[src/hw/rtl/rc4_pkg.sv]
`default_nettype none
// ----------------------------------------------------------------------------
// rc4_pkg
// Shared types and codes for the 128-entry RC4-style stream cipher unit:
// controller states, word kind codes and keystream source selection.
// ----------------------------------------------------------------------------
package rc4_pkg;

  // Kind of an input word, carried on tuser.
  localparam logic MODE_KEY  = 1'b0;
  localparam logic MODE_DATA = 1'b1;

  // Controller states. GEN_* run one generator step, KS_* one key schedule step.
  typedef enum logic [2:0] {
    ST_IDLE,
    ST_GEN_J,
    ST_GEN_SWAP,
    ST_GEN_OUT,
    ST_KS_READ,
    ST_KS_J,
    ST_KS_WR_N,
    ST_KS_WR_J
  } rc4_state_t;

  // Where the keystream value comes from when the read overlaps the swap.
  typedef enum logic [1:0] {
    KS_FROM_MEM,
    KS_FROM_SI,
    KS_FROM_SJ
  } ks_src_t;

endpackage : rc4_pkg
`default_nettype wire

[src/hw/rtl/rc4_128_stream_cipher_unit.sv]
`default_nettype none
// ----------------------------------------------------------------------------
// rc4_128_stream_cipher_unit
// RC4-style stream cipher over a permutation table held in a synchronous
// memory. Key words are collected, the final key word runs the key schedule,
// and every data word is XORed with one keystream value.
// ----------------------------------------------------------------------------
//
//  Channel   Direction  Word contents
//  --------  ---------  ----------------------------------------------------
//  s_axis    in         tuser = mode, tdata = byte_value, tlast = last_key
//  m_axis    out        tdata = data_out (one word per data input word)
//
// A data word takes the accept in IDLE plus three steps, set by the
// chain of dependent reads and two writes on the single table memory port.
// A key word is accepted in IDLE; the final key word adds a key schedule of
// four steps per table entry with tready low.
// Reset returns the table to identity at once through per-entry valid bits.
// The result register frees the input side: a new word is accepted while a
// result waits; a following result holds in its last step until taken.
module rc4_128_stream_cipher_unit #(
  parameter int TABLE_SIZE = 128,
  parameter int MAX_KEY    = 16
) (
  input  wire logic       clk,
  input  wire logic       rst,
  // Input words.
  input  wire logic       s_axis_tvalid,
  output logic            s_axis_tready,
  input  wire logic [7:0] s_axis_tdata,   // [7:0] byte_value
  input  wire logic [0:0] s_axis_tuser,   // [0] mode
  input  wire logic       s_axis_tlast,   // last_key
  // Result words.
  output logic            m_axis_tvalid,
  input  wire logic       m_axis_tready,
  output logic [7:0]      m_axis_tdata    // [7:0] data_out
);
  import rc4_pkg::*;

  localparam int IW = $clog2(TABLE_SIZE);
  localparam int KW = (MAX_KEY > 1) ? $clog2(MAX_KEY) : 1;
  localparam int CW = $clog2(MAX_KEY + 1);
  localparam logic [IW:0]   TS_W      = (IW + 1)'(TABLE_SIZE);
  localparam logic [IW-1:0] LAST_IDX  = IW'(TABLE_SIZE - 1);
  localparam logic [CW-1:0] MAX_KEY_W = CW'(MAX_KEY);

  // Key byte reduced modulo the table size, built at elaboration.
  typedef logic [IW-1:0] kmod_tbl_t [256];

  function automatic kmod_tbl_t build_kmod();
    kmod_tbl_t tbl;
    for (int n = 0; n < 256; n++) begin
      tbl[n] = IW'(n % TABLE_SIZE);
    end
    return tbl;
  endfunction

  localparam kmod_tbl_t KEY_MOD = build_kmod();

  // Sum of two table values modulo the table size.
  function automatic logic [IW-1:0] add_mod(input logic [IW-1:0] a, input logic [IW-1:0] b);
    logic [IW:0] s;
    s = {1'b0, a} + {1'b0, b};
    if (s >= TS_W) begin
      s = s - TS_W;
    end
    return s[IW-1:0];
  endfunction

  rc4_state_t state, state_next;

  // Control and payload registers.
  logic [IW-1:0] gen_i;
  logic [IW-1:0] gen_j;
  logic [CW-1:0] key_count;
  logic [CW-1:0] key_len;
  logic [IW-1:0] sched_n;
  logic [KW-1:0] sched_k;
  logic [IW-1:0] sched_j;
  logic [IW-1:0] held_si;
  logic [IW-1:0] held_sj;
  logic [7:0]    data_byte;
  ks_src_t       ks_src;
  logic          out_valid;
  logic [7:0]    out_data;

  // Table memory with per-entry valid bits; an invalid entry reads as its index.
  logic [IW-1:0]         perm_mem [TABLE_SIZE];
  logic [TABLE_SIZE-1:0] perm_vld;
  logic [IW-1:0]         perm_rd_data;
  logic                  perm_rd_vld;
  logic [IW-1:0]         perm_rd_addr_q;

  // Key store memory.
  logic [7:0] key_mem [MAX_KEY];
  logic [7:0] key_rd_data;

  // Memory controls from the output decode.
  logic          perm_rd_en;
  logic [IW-1:0] perm_rd_addr;
  logic          perm_wr_en;
  logic [IW-1:0] perm_wr_addr;
  logic [IW-1:0] perm_wr_data;
  logic          perm_clr;
  logic          key_wr_en;
  logic          key_rd_en;

  // Datapath values.
  logic          in_acc;
  logic          in_is_data;
  logic          out_free;
  logic [IW-1:0] perm_val;
  logic [IW-1:0] gen_i_inc;
  logic [IW-1:0] gen_j_new;
  logic [IW-1:0] ks_addr;
  logic [IW-1:0] sched_j_new;
  logic [IW-1:0] ks_value;
  logic [CW-1:0] key_count_next;
  logic [CW-1:0] sched_k_inc;

  assign in_acc        = s_axis_tvalid && s_axis_tready;
  assign in_is_data    = (s_axis_tuser[0] == MODE_DATA);
  assign out_free      = !out_valid || m_axis_tready;
  assign s_axis_tready = (state == ST_IDLE);
  assign m_axis_tvalid = out_valid;
  assign m_axis_tdata  = out_data;

  // Table value from the last read.
  assign perm_val    = perm_rd_vld ? perm_rd_data : perm_rd_addr_q;
  assign gen_i_inc   = add_mod(gen_i, IW'(1));
  assign gen_j_new   = add_mod(perm_val, gen_j);
  assign ks_addr     = add_mod(held_si, perm_val);
  assign sched_j_new = add_mod(add_mod(KEY_MOD[key_rd_data], perm_val), sched_j);
  assign sched_k_inc = CW'(sched_k) + CW'(1);
  assign key_count_next = (key_count < MAX_KEY_W) ? key_count + CW'(1) : key_count;

  // Keystream value, forwarded where the read hit a swapped entry.
  always_comb begin
    unique case (ks_src)
      KS_FROM_SI: ks_value = held_si;
      KS_FROM_SJ: ks_value = held_sj;
      default:    ks_value = perm_val;
    endcase
  end

  // Next state.
  always_comb begin
    state_next = state;
    unique case (state)
      ST_IDLE: begin
        if (in_acc) begin
          if (in_is_data) begin
            state_next = ST_GEN_J;
          end else if (s_axis_tlast) begin
            state_next = ST_KS_READ;
          end
        end
      end
      ST_GEN_J:    state_next = ST_GEN_SWAP;
      ST_GEN_SWAP: state_next = ST_GEN_OUT;
      ST_GEN_OUT: begin
        if (out_free) begin
          state_next = ST_IDLE;
        end
      end
      ST_KS_READ:  state_next = ST_KS_J;
      ST_KS_J:     state_next = ST_KS_WR_N;
      ST_KS_WR_N:  state_next = ST_KS_WR_J;
      ST_KS_WR_J: begin
        state_next = (sched_n == LAST_IDX) ? ST_IDLE : ST_KS_READ;
      end
    endcase
  end

  // Memory access decode.
  always_comb begin
    perm_rd_en   = 1'b0;
    perm_rd_addr = '0;
    perm_wr_en   = 1'b0;
    perm_wr_addr = '0;
    perm_wr_data = '0;
    perm_clr     = 1'b0;
    key_wr_en    = 1'b0;
    key_rd_en    = 1'b0;
    unique case (state)
      ST_IDLE: begin
        if (in_acc && in_is_data) begin
          perm_rd_en   = 1'b1;
          perm_rd_addr = gen_i_inc;
        end
        if (in_acc && !in_is_data) begin
          key_wr_en = (key_count < MAX_KEY_W);
          perm_clr  = s_axis_tlast;
        end
      end
      ST_GEN_J: begin
        perm_rd_en   = 1'b1;
        perm_rd_addr = gen_j_new;
      end
      ST_GEN_SWAP: begin
        perm_wr_en   = 1'b1;
        perm_wr_addr = gen_i;
        perm_wr_data = perm_val;
        perm_rd_en   = 1'b1;
        perm_rd_addr = ks_addr;
      end
      ST_GEN_OUT: begin
        perm_wr_en   = 1'b1;
        perm_wr_addr = gen_j;
        perm_wr_data = held_si;
      end
      ST_KS_READ: begin
        perm_rd_en   = 1'b1;
        perm_rd_addr = sched_n;
        key_rd_en    = 1'b1;
      end
      ST_KS_J: begin
        perm_rd_en   = 1'b1;
        perm_rd_addr = sched_j_new;
      end
      ST_KS_WR_N: begin
        perm_wr_en   = 1'b1;
        perm_wr_addr = sched_n;
        perm_wr_data = perm_val;
      end
      ST_KS_WR_J: begin
        perm_wr_en   = 1'b1;
        perm_wr_addr = sched_j;
        perm_wr_data = held_si;
      end
    endcase
  end

  // Table memory array and registered read port.
  always_ff @(posedge clk) begin
    if (perm_wr_en) begin
      perm_mem[perm_wr_addr] <= perm_wr_data;
    end
    if (perm_rd_en) begin
      perm_rd_data   <= perm_mem[perm_rd_addr];
      perm_rd_addr_q <= perm_rd_addr;
    end
  end

  // Valid bits: cleared by reset and at the start of a key schedule.
  always_ff @(posedge clk) begin
    if (rst) begin
      perm_vld    <= '0;
      perm_rd_vld <= 1'b0;
    end else begin
      if (perm_clr) begin
        perm_vld <= '0;
      end else if (perm_wr_en) begin
        perm_vld[perm_wr_addr] <= 1'b1;
      end
      if (perm_rd_en) begin
        perm_rd_vld <= perm_vld[perm_rd_addr];
      end
    end
  end

  // Key store memory.
  always_ff @(posedge clk) begin
    if (key_wr_en) begin
      key_mem[key_count[KW-1:0]] <= s_axis_tdata;
    end
    if (key_rd_en) begin
      key_rd_data <= key_mem[sched_k];
    end
  end

  // Control state.
  always_ff @(posedge clk) begin
    if (rst) begin
      state     <= ST_IDLE;
      gen_i     <= '0;
      gen_j     <= '0;
      key_count <= '0;
      out_valid <= 1'b0;
    end else begin
      state <= state_next;
      // Result register: loaded in the last generator step, freed when taken.
      if (state == ST_GEN_OUT && out_free) begin
        out_valid <= 1'b1;
      end else if (m_axis_tready) begin
        out_valid <= 1'b0;
      end
      unique case (state)
        ST_IDLE: begin
          if (in_acc && in_is_data) begin
            gen_i     <= gen_i_inc;
            data_byte <= s_axis_tdata;
          end
          if (in_acc && !in_is_data) begin
            if (s_axis_tlast) begin
              // Schedule clears the key count and both generator indices.
              key_count <= '0;
              key_len   <= key_count_next;
              gen_i     <= '0;
              gen_j     <= '0;
              sched_n   <= '0;
              sched_k   <= '0;
              sched_j   <= '0;
            end else begin
              key_count <= key_count_next;
            end
          end
        end
        ST_GEN_J: begin
          held_si <= perm_val;
          gen_j   <= gen_j_new;
        end
        ST_GEN_SWAP: begin
          held_sj <= perm_val;
          // Keystream read may land on an entry just swapped.
          if (ks_addr == gen_j) begin
            ks_src <= KS_FROM_SI;
          end else if (ks_addr == gen_i) begin
            ks_src <= KS_FROM_SJ;
          end else begin
            ks_src <= KS_FROM_MEM;
          end
        end
        ST_GEN_OUT: begin
          if (out_free) begin
            out_data <= data_byte ^ 8'(ks_value);
          end
        end
        ST_KS_READ: begin
        end
        ST_KS_J: begin
          held_si <= perm_val;
          sched_j <= sched_j_new;
        end
        ST_KS_WR_N: begin
        end
        ST_KS_WR_J: begin
          sched_n <= sched_n + IW'(1);
          sched_k <= (sched_k_inc == key_len) ? '0 : sched_k_inc[KW-1:0];
        end
      endcase
    end
  end

endmodule : rc4_128_stream_cipher_unit
`default_nettype wire

[config.mk]
export PLATFORM = sky130hd
export DESIGN_NAME = rc4_128_stream_cipher_unit
export DESIGN_NICKNAME = d
export VERILOG_FILES = /design/src/hw/rtl/rc4_pkg.sv /design/src/hw/rtl/rc4_128_stream_cipher_unit.sv
export SDC_FILE = /design/constraint.sdc
export NUM_CORES = 2
export LEC_CHECK = 0
export BUFFER_PORTS_ARGS = -buffer_cell sky130_fd_sc_hd__buf_2
export CORE_MARGIN = 2
export CORE_UTILIZATION = 60
export CTS_BUF_LIST = sky130_fd_sc_hd__clkbuf_4
export CTS_CLUSTER_DIAMETER = 30
export DETAILED_ROUTE_END_ITERATION = 16
export HOLD_SLACK_MARGIN = 0.05
export PLACE_DENSITY = 0.8
export SYNTH_ARGS = -nofsm -noshare
export SYNTH_HDL_FRONTEND = slang
export SYNTH_SLANG_ARGS = --single-unit
[constraint.sdc]
create_clock -name clk -period 8.3 [get_ports clk]
set_input_delay 0 -clock clk [delete_from_list [all_inputs] [get_ports clk]]
set_output_delay 0 -clock clk [all_outputs]
set_load 0.01 [all_outputs]
==> Flow_metrics.wiki <==
{| class="wikitable"
! Metric !! Value
|-
| DR DRC count || 0
|-
| Iteration count of the initial detailed-routing pass || 7
|-
| Detailed Place HPWL || 79.4 mm
|-
| Type of the tightest min-delay check || in -> reg
|-
| Worst setup slack before clock tree synthesis || 2210 ps
|-
| Yosys reg bits || 1,236
|-
| Average wire per cell in the routed design || 24.0 um
|-
| Final estimated routing congestion in global placement || 0.975
|-
| Clock Sinks || 1,236
|-
| Remaining antenna violation count || 0
|-
| Fraction of the yosys area taken by sequential cells || 69.4%
|-
| Highest-delay cell along the critical path || sky130_fd_sc_hd__a311oi_1
|-
| Inserted Clock Buffers || 322
|-
| Ratio of cells with drive above 1 in the final layout || 14.2%
|-
| Total GRT Usage || 31.0%
|-
| Highest net fanout along the worst path || 147
|-
| Most common cell type on the critical path || sky130_fd_sc_hd__a311oi_1
|-
| Number of violations of the max-capacitance limit || 0
|-
| Required time of the critical path || 9310 ps
|-
| Commonest register cell after synthesis || sky130_fd_sc_hd__edfxtp_1
|-
| Crit-path max cell delay || 790 ps
|-
| Filler Cell Count || 5,984
|-
| Worst slew slack as a fraction of its limit || 16.5%
|-
| Synth Warn # || 0
|-
| Crit path kind || reg -> reg
|-
| Clock tree from TritonCTS || yes
|-
| Post-Synthesis Cells || 4,150
|-
| Post-synth cell types || 76
|-
| Total nets after synthesis || 4,204
|-
| Vias in the first global route || 34,300
|-
| Buffer depth of the longest clock path || 4
|-
| Outcome || finished, final reports clean
|-
| Clock tree skew after final layout || 115 ps
|-
| Final hold viol count || 0
|-
| Final core area utilization || 66.8%
|-
| Starting density of the core || 60.4%
|-
| Post-Synthesis Mean Instance Area || 12.4 um2
|-
| Pwr dens || 311 mW/mm2
|-
| Clock-pin slew on the worst setup and hold paths || 70 ps
|-
| IO buf count || 23
|-
| Post-layout total power || 17.6 mW
|-
| Endpoint arrival time on the critical path || 7400 ps
|-
| Total setup buffers inserted after CTS || 0
|-
| Highest ir drop seen on vdd || 0.289 mV
|-
| Placeable core region || 0.0849 mm2
|-
| Actual transition at the worst max-transition pin || 1250 ps
|-
| Die Span X || 296 um
|-
| Area enclosed by the die boundary || 0.0878 mm2
|-
| Number of synthesized flops with an enable pin || 1,084
|-
| Vertical extent of the die || 296 um
|-
| Achievable clock frequency || 0.157 GHz
|-
| Final-layout setup total negative slack || 0 ps
|-
| Total congestion overflow || 0
|-
| Post-Route WL || 137 mm
|-
| Root buf cell || sky130_fd_sc_hd__clkbuf_4
|-
| Async S/R FF share, synth || 0%
|-
| Filler-free cell count of the finished design || 5,699
|-
| Synth Cell Area || 0.0513 mm2
|-
| Via total after detailed routing || 36,000
|-
| Final critical-path setup slack || 1920 ps
|-
| Kind of launch point of the worst setup path || register
|-
| Layout Nets || 4,374
|-
| Iter 0 DRT Violations || 5,504
|-
| Initial antenna violation count || 5
|-
| Critical path endpoint category || register
|-
| Depth of the CTS H-tree || 5
|-
| Setup repair after global routing missed its margin || false
|-
| # setup viols final || 0
|-
| Series of cell instances along the critical path || mux2_2 -> ha_1 -> inv_1 -> fa_1 -> fa_1 -> nand2b_1 -> a21o_1 -> and3_4 -> inv_8 -> buf_4 -> nand2_1 -> and3_1 -> a311oi_1 -> a311oi_1 -> a311oi_1 -> a21oi_1 -> o221ai_1
|-
| Minimum clock period after layout || 6380 ps
|-
| Pins over their slew limit || 0
|-
| Post-synthesis to final-layout area growth || 10.5%
|-
| Clock insertion delay at the later pin of the skew report || 1240 ps
|-
| Via density || 6.32
|-
| Final cycle utilization of the critical path || 76.9%
|-
| IO Count || 24
|-
| Count of standard-cell rows || 107
|-
| Pin count of the biggest net entering global routing || 148
|-
| Cell count after placement || 5,105
|-
| Total leakage power || 20.0 nW
|-
| Global-route wire length before repair || 204 mm
|}
synth_stat cells (5+ instances only):
cell type                     n  share of area (%)
sky130_fd_sc_hd__a211oi_1    16               0.23
sky130_fd_sc_hd__a21o_1       9               0.13
sky130_fd_sc_hd__a21oi_1    129                1.3
sky130_fd_sc_hd__a221oi_1    18               0.31
sky130_fd_sc_hd__a22oi_1     27               0.40
sky130_fd_sc_hd__a311oi_1    68                1.2
sky130_fd_sc_hd__a31oi_1     53               0.65
sky130_fd_sc_hd__and2_1       8              0.098
sky130_fd_sc_hd__and3_1      75               0.92
sky130_fd_sc_hd__and4_1       9               0.15
sky130_fd_sc_hd__buf_1       34               0.25
sky130_fd_sc_hd__buf_2      105                1.0
sky130_fd_sc_hd__buf_4       12               0.18
sky130_fd_sc_hd__clkbuf_1   109               0.80
sky130_fd_sc_hd__dfxtp_1    152                5.9
sky130_fd_sc_hd__edfxtp_1  1084                 63
sky130_fd_sc_hd__ha_1        36               0.88
sky130_fd_sc_hd__inv_1       22               0.16
sky130_fd_sc_hd__mux2_2      14               0.31
sky130_fd_sc_hd__mux2i_1     71                1.4
sky130_fd_sc_hd__mux4_2      24                1.1
sky130_fd_sc_hd__nand2_1   1004                7.3
sky130_fd_sc_hd__nand2b_1    12               0.15
sky130_fd_sc_hd__nand3_1    464                4.5
sky130_fd_sc_hd__nand3b_1     7               0.10
sky130_fd_sc_hd__nand4_1     14               0.17
sky130_fd_sc_hd__nor2_1     203                1.5
sky130_fd_sc_hd__nor2b_1      9               0.11
sky130_fd_sc_hd__nor3_1      21               0.20
sky130_fd_sc_hd__o211ai_1    14               0.20
sky130_fd_sc_hd__o21a_1     132                1.9
sky130_fd_sc_hd__o21ai_0     54               0.53
sky130_fd_sc_hd__o21bai_1     6              0.088
sky130_fd_sc_hd__or3_1        5              0.061
sky130_fd_sc_hd__xnor2_1     38               0.65
sky130_fd_sc_hd__xor2_1      16               0.27
placed cells by master, fill, tap and decap left out, types with 7 or more instances in the layout:
cell type and count:
sky130_fd_sc_hd__a211oi_1 16, sky130_fd_sc_hd__a21o_1 9, sky130_fd_sc_hd__a21oi_1 128, sky130_fd_sc_hd__a221oi_1 18, sky130_fd_sc_hd__a22oi_1 27, sky130_fd_sc_hd__a311oi_1 68
sky130_fd_sc_hd__a31oi_1 53, sky130_fd_sc_hd__and2_1 7, sky130_fd_sc_hd__and3_1 74, sky130_fd_sc_hd__and4_1 9, sky130_fd_sc_hd__buf_12 7, sky130_fd_sc_hd__buf_2 23
sky130_fd_sc_hd__buf_4 46, sky130_fd_sc_hd__bufinv_16 8, sky130_fd_sc_hd__clkbuf_4 474, sky130_fd_sc_hd__clkinv_1 56, sky130_fd_sc_hd__clkinv_2 14, sky130_fd_sc_hd__dfxtp_1 152
sky130_fd_sc_hd__dlygate4sd3_1 35, sky130_fd_sc_hd__edfxtp_1 1084, sky130_fd_sc_hd__ha_1 36, sky130_fd_sc_hd__inv_1 20, sky130_fd_sc_hd__mux2_2 14, sky130_fd_sc_hd__mux2i_1 71
sky130_fd_sc_hd__mux4_2 24, sky130_fd_sc_hd__nand2_1 1004, sky130_fd_sc_hd__nand2b_1 12, sky130_fd_sc_hd__nand3_1 464, sky130_fd_sc_hd__nand3b_1 7, sky130_fd_sc_hd__nand4_1 14
sky130_fd_sc_hd__nor2_1 195, sky130_fd_sc_hd__nor2_4 8, sky130_fd_sc_hd__nor2b_1 9, sky130_fd_sc_hd__nor3_1 21, sky130_fd_sc_hd__o211ai_1 14, sky130_fd_sc_hd__o21a_1 132
sky130_fd_sc_hd__o21ai_0 53, sky130_fd_sc_hd__xnor2_1 38, sky130_fd_sc_hd__xor2_1 16
report_power, final:
part	switching (mW)	leakage, nW	internal (mW)
Clock	2.44	2.45	2.86
Sequential	0.0565	11.2	7.01
Combinational	3.80	6.35	1.47
routing by layer:
layer	track usage, %	up-vias	wire, um
li1	-	15800	-
met1	41.8	17200	50300
met2	46.8	2533	62300
met3	8.49	468	17100
met4	15.7	4	6760
met5	0.443	-	75
per-stage QoR:
step	hold slack [ps]	instance area, um2
floorplan	98.9	51300
global placement	176	52200
detailed placement	179	52200
CTS	77.8	56700
global route	187	56700
finish	209	56700
critical path, delay by kind of cell, from the launching register on:
family / cells / cell delay, ps
and+or+nand+nor: 4 / 760
muxes: 1 / 480
DFF: 1 / 580
adders and majority gates: 3 / 1140
buffers and inverters: 3 / 1460
AOI/OAI and AO/OA: 6 / 1740
path summary, 6_finish.rpt:
| kind | startpoint | endpoint | slack (ps) | cells past startpoint |
|---|---|---|---|---|
| max | perm_rd_vld | perm_rd_data[0] | 1920 | 17 |
| min | s_axis_tuser | gen_i[4] | 210 | 5 |
| max reg2reg | perm_rd_vld | perm_rd_data[0] | 1920 | 17 |
| min reg2reg | data_byte[7] | m_axis_tdata[7] | 420 | 0 |
registers in the layout, summed over array words and instances (netlist names):
signal          cells
data_byte           8
gen_i               7
gen_j               7
held_si             7
held_sj             7
key_count           5
key_len             5
key_mem           112
key_rd_data         7
ks_src              2
m_axis_tdata        8
m_axis_tvalid       1
perm_mem          896
perm_rd_addr_q      7
perm_rd_data        7
perm_rd_vld         1
perm_vld          128
sched_j             7
sched_k             4
sched_n             7
state               3
what timing repair did:
| action | CTS | global route |
|---|---|---|
| endpoints found under the hold margin | 353 | 0 |
| gates resized for setup | 0 | 0 |
| hold buffers | 35 | 0 |
layout make-up:
type | count | area [um2] | share of cell area (%)
Sequential cell | 1236 | 35600 | 62.8
Multi-Input combinational cell | 2621 | 14400 | 25.5
Clock buffer | 474 | 3560 | 6.28
Tap cell | 1144 | 1430 | 2.53
Timing Repair Buffer | 111 | 951 | 1.68
Clock inverter | 82 | 542 | 0.956
Inverter | 28 | 131 | 0.232
Antenna cell | 3 | 7.51 | 0.0132
kinds of logic after synthesis:
group / Yosys count / synth area share (%)
fa+ha+maj: 40 / 1.03
flops: 1236 / 69.4
mux: 110 / 2.79
simple gates: 1848 / 15.6
compound gates: 569 / 7.64
xor+xnor: 54 / 0.922
buf+inv: 293 / 2.59
No activity file was read; power rests on OpenSTA's default activity.
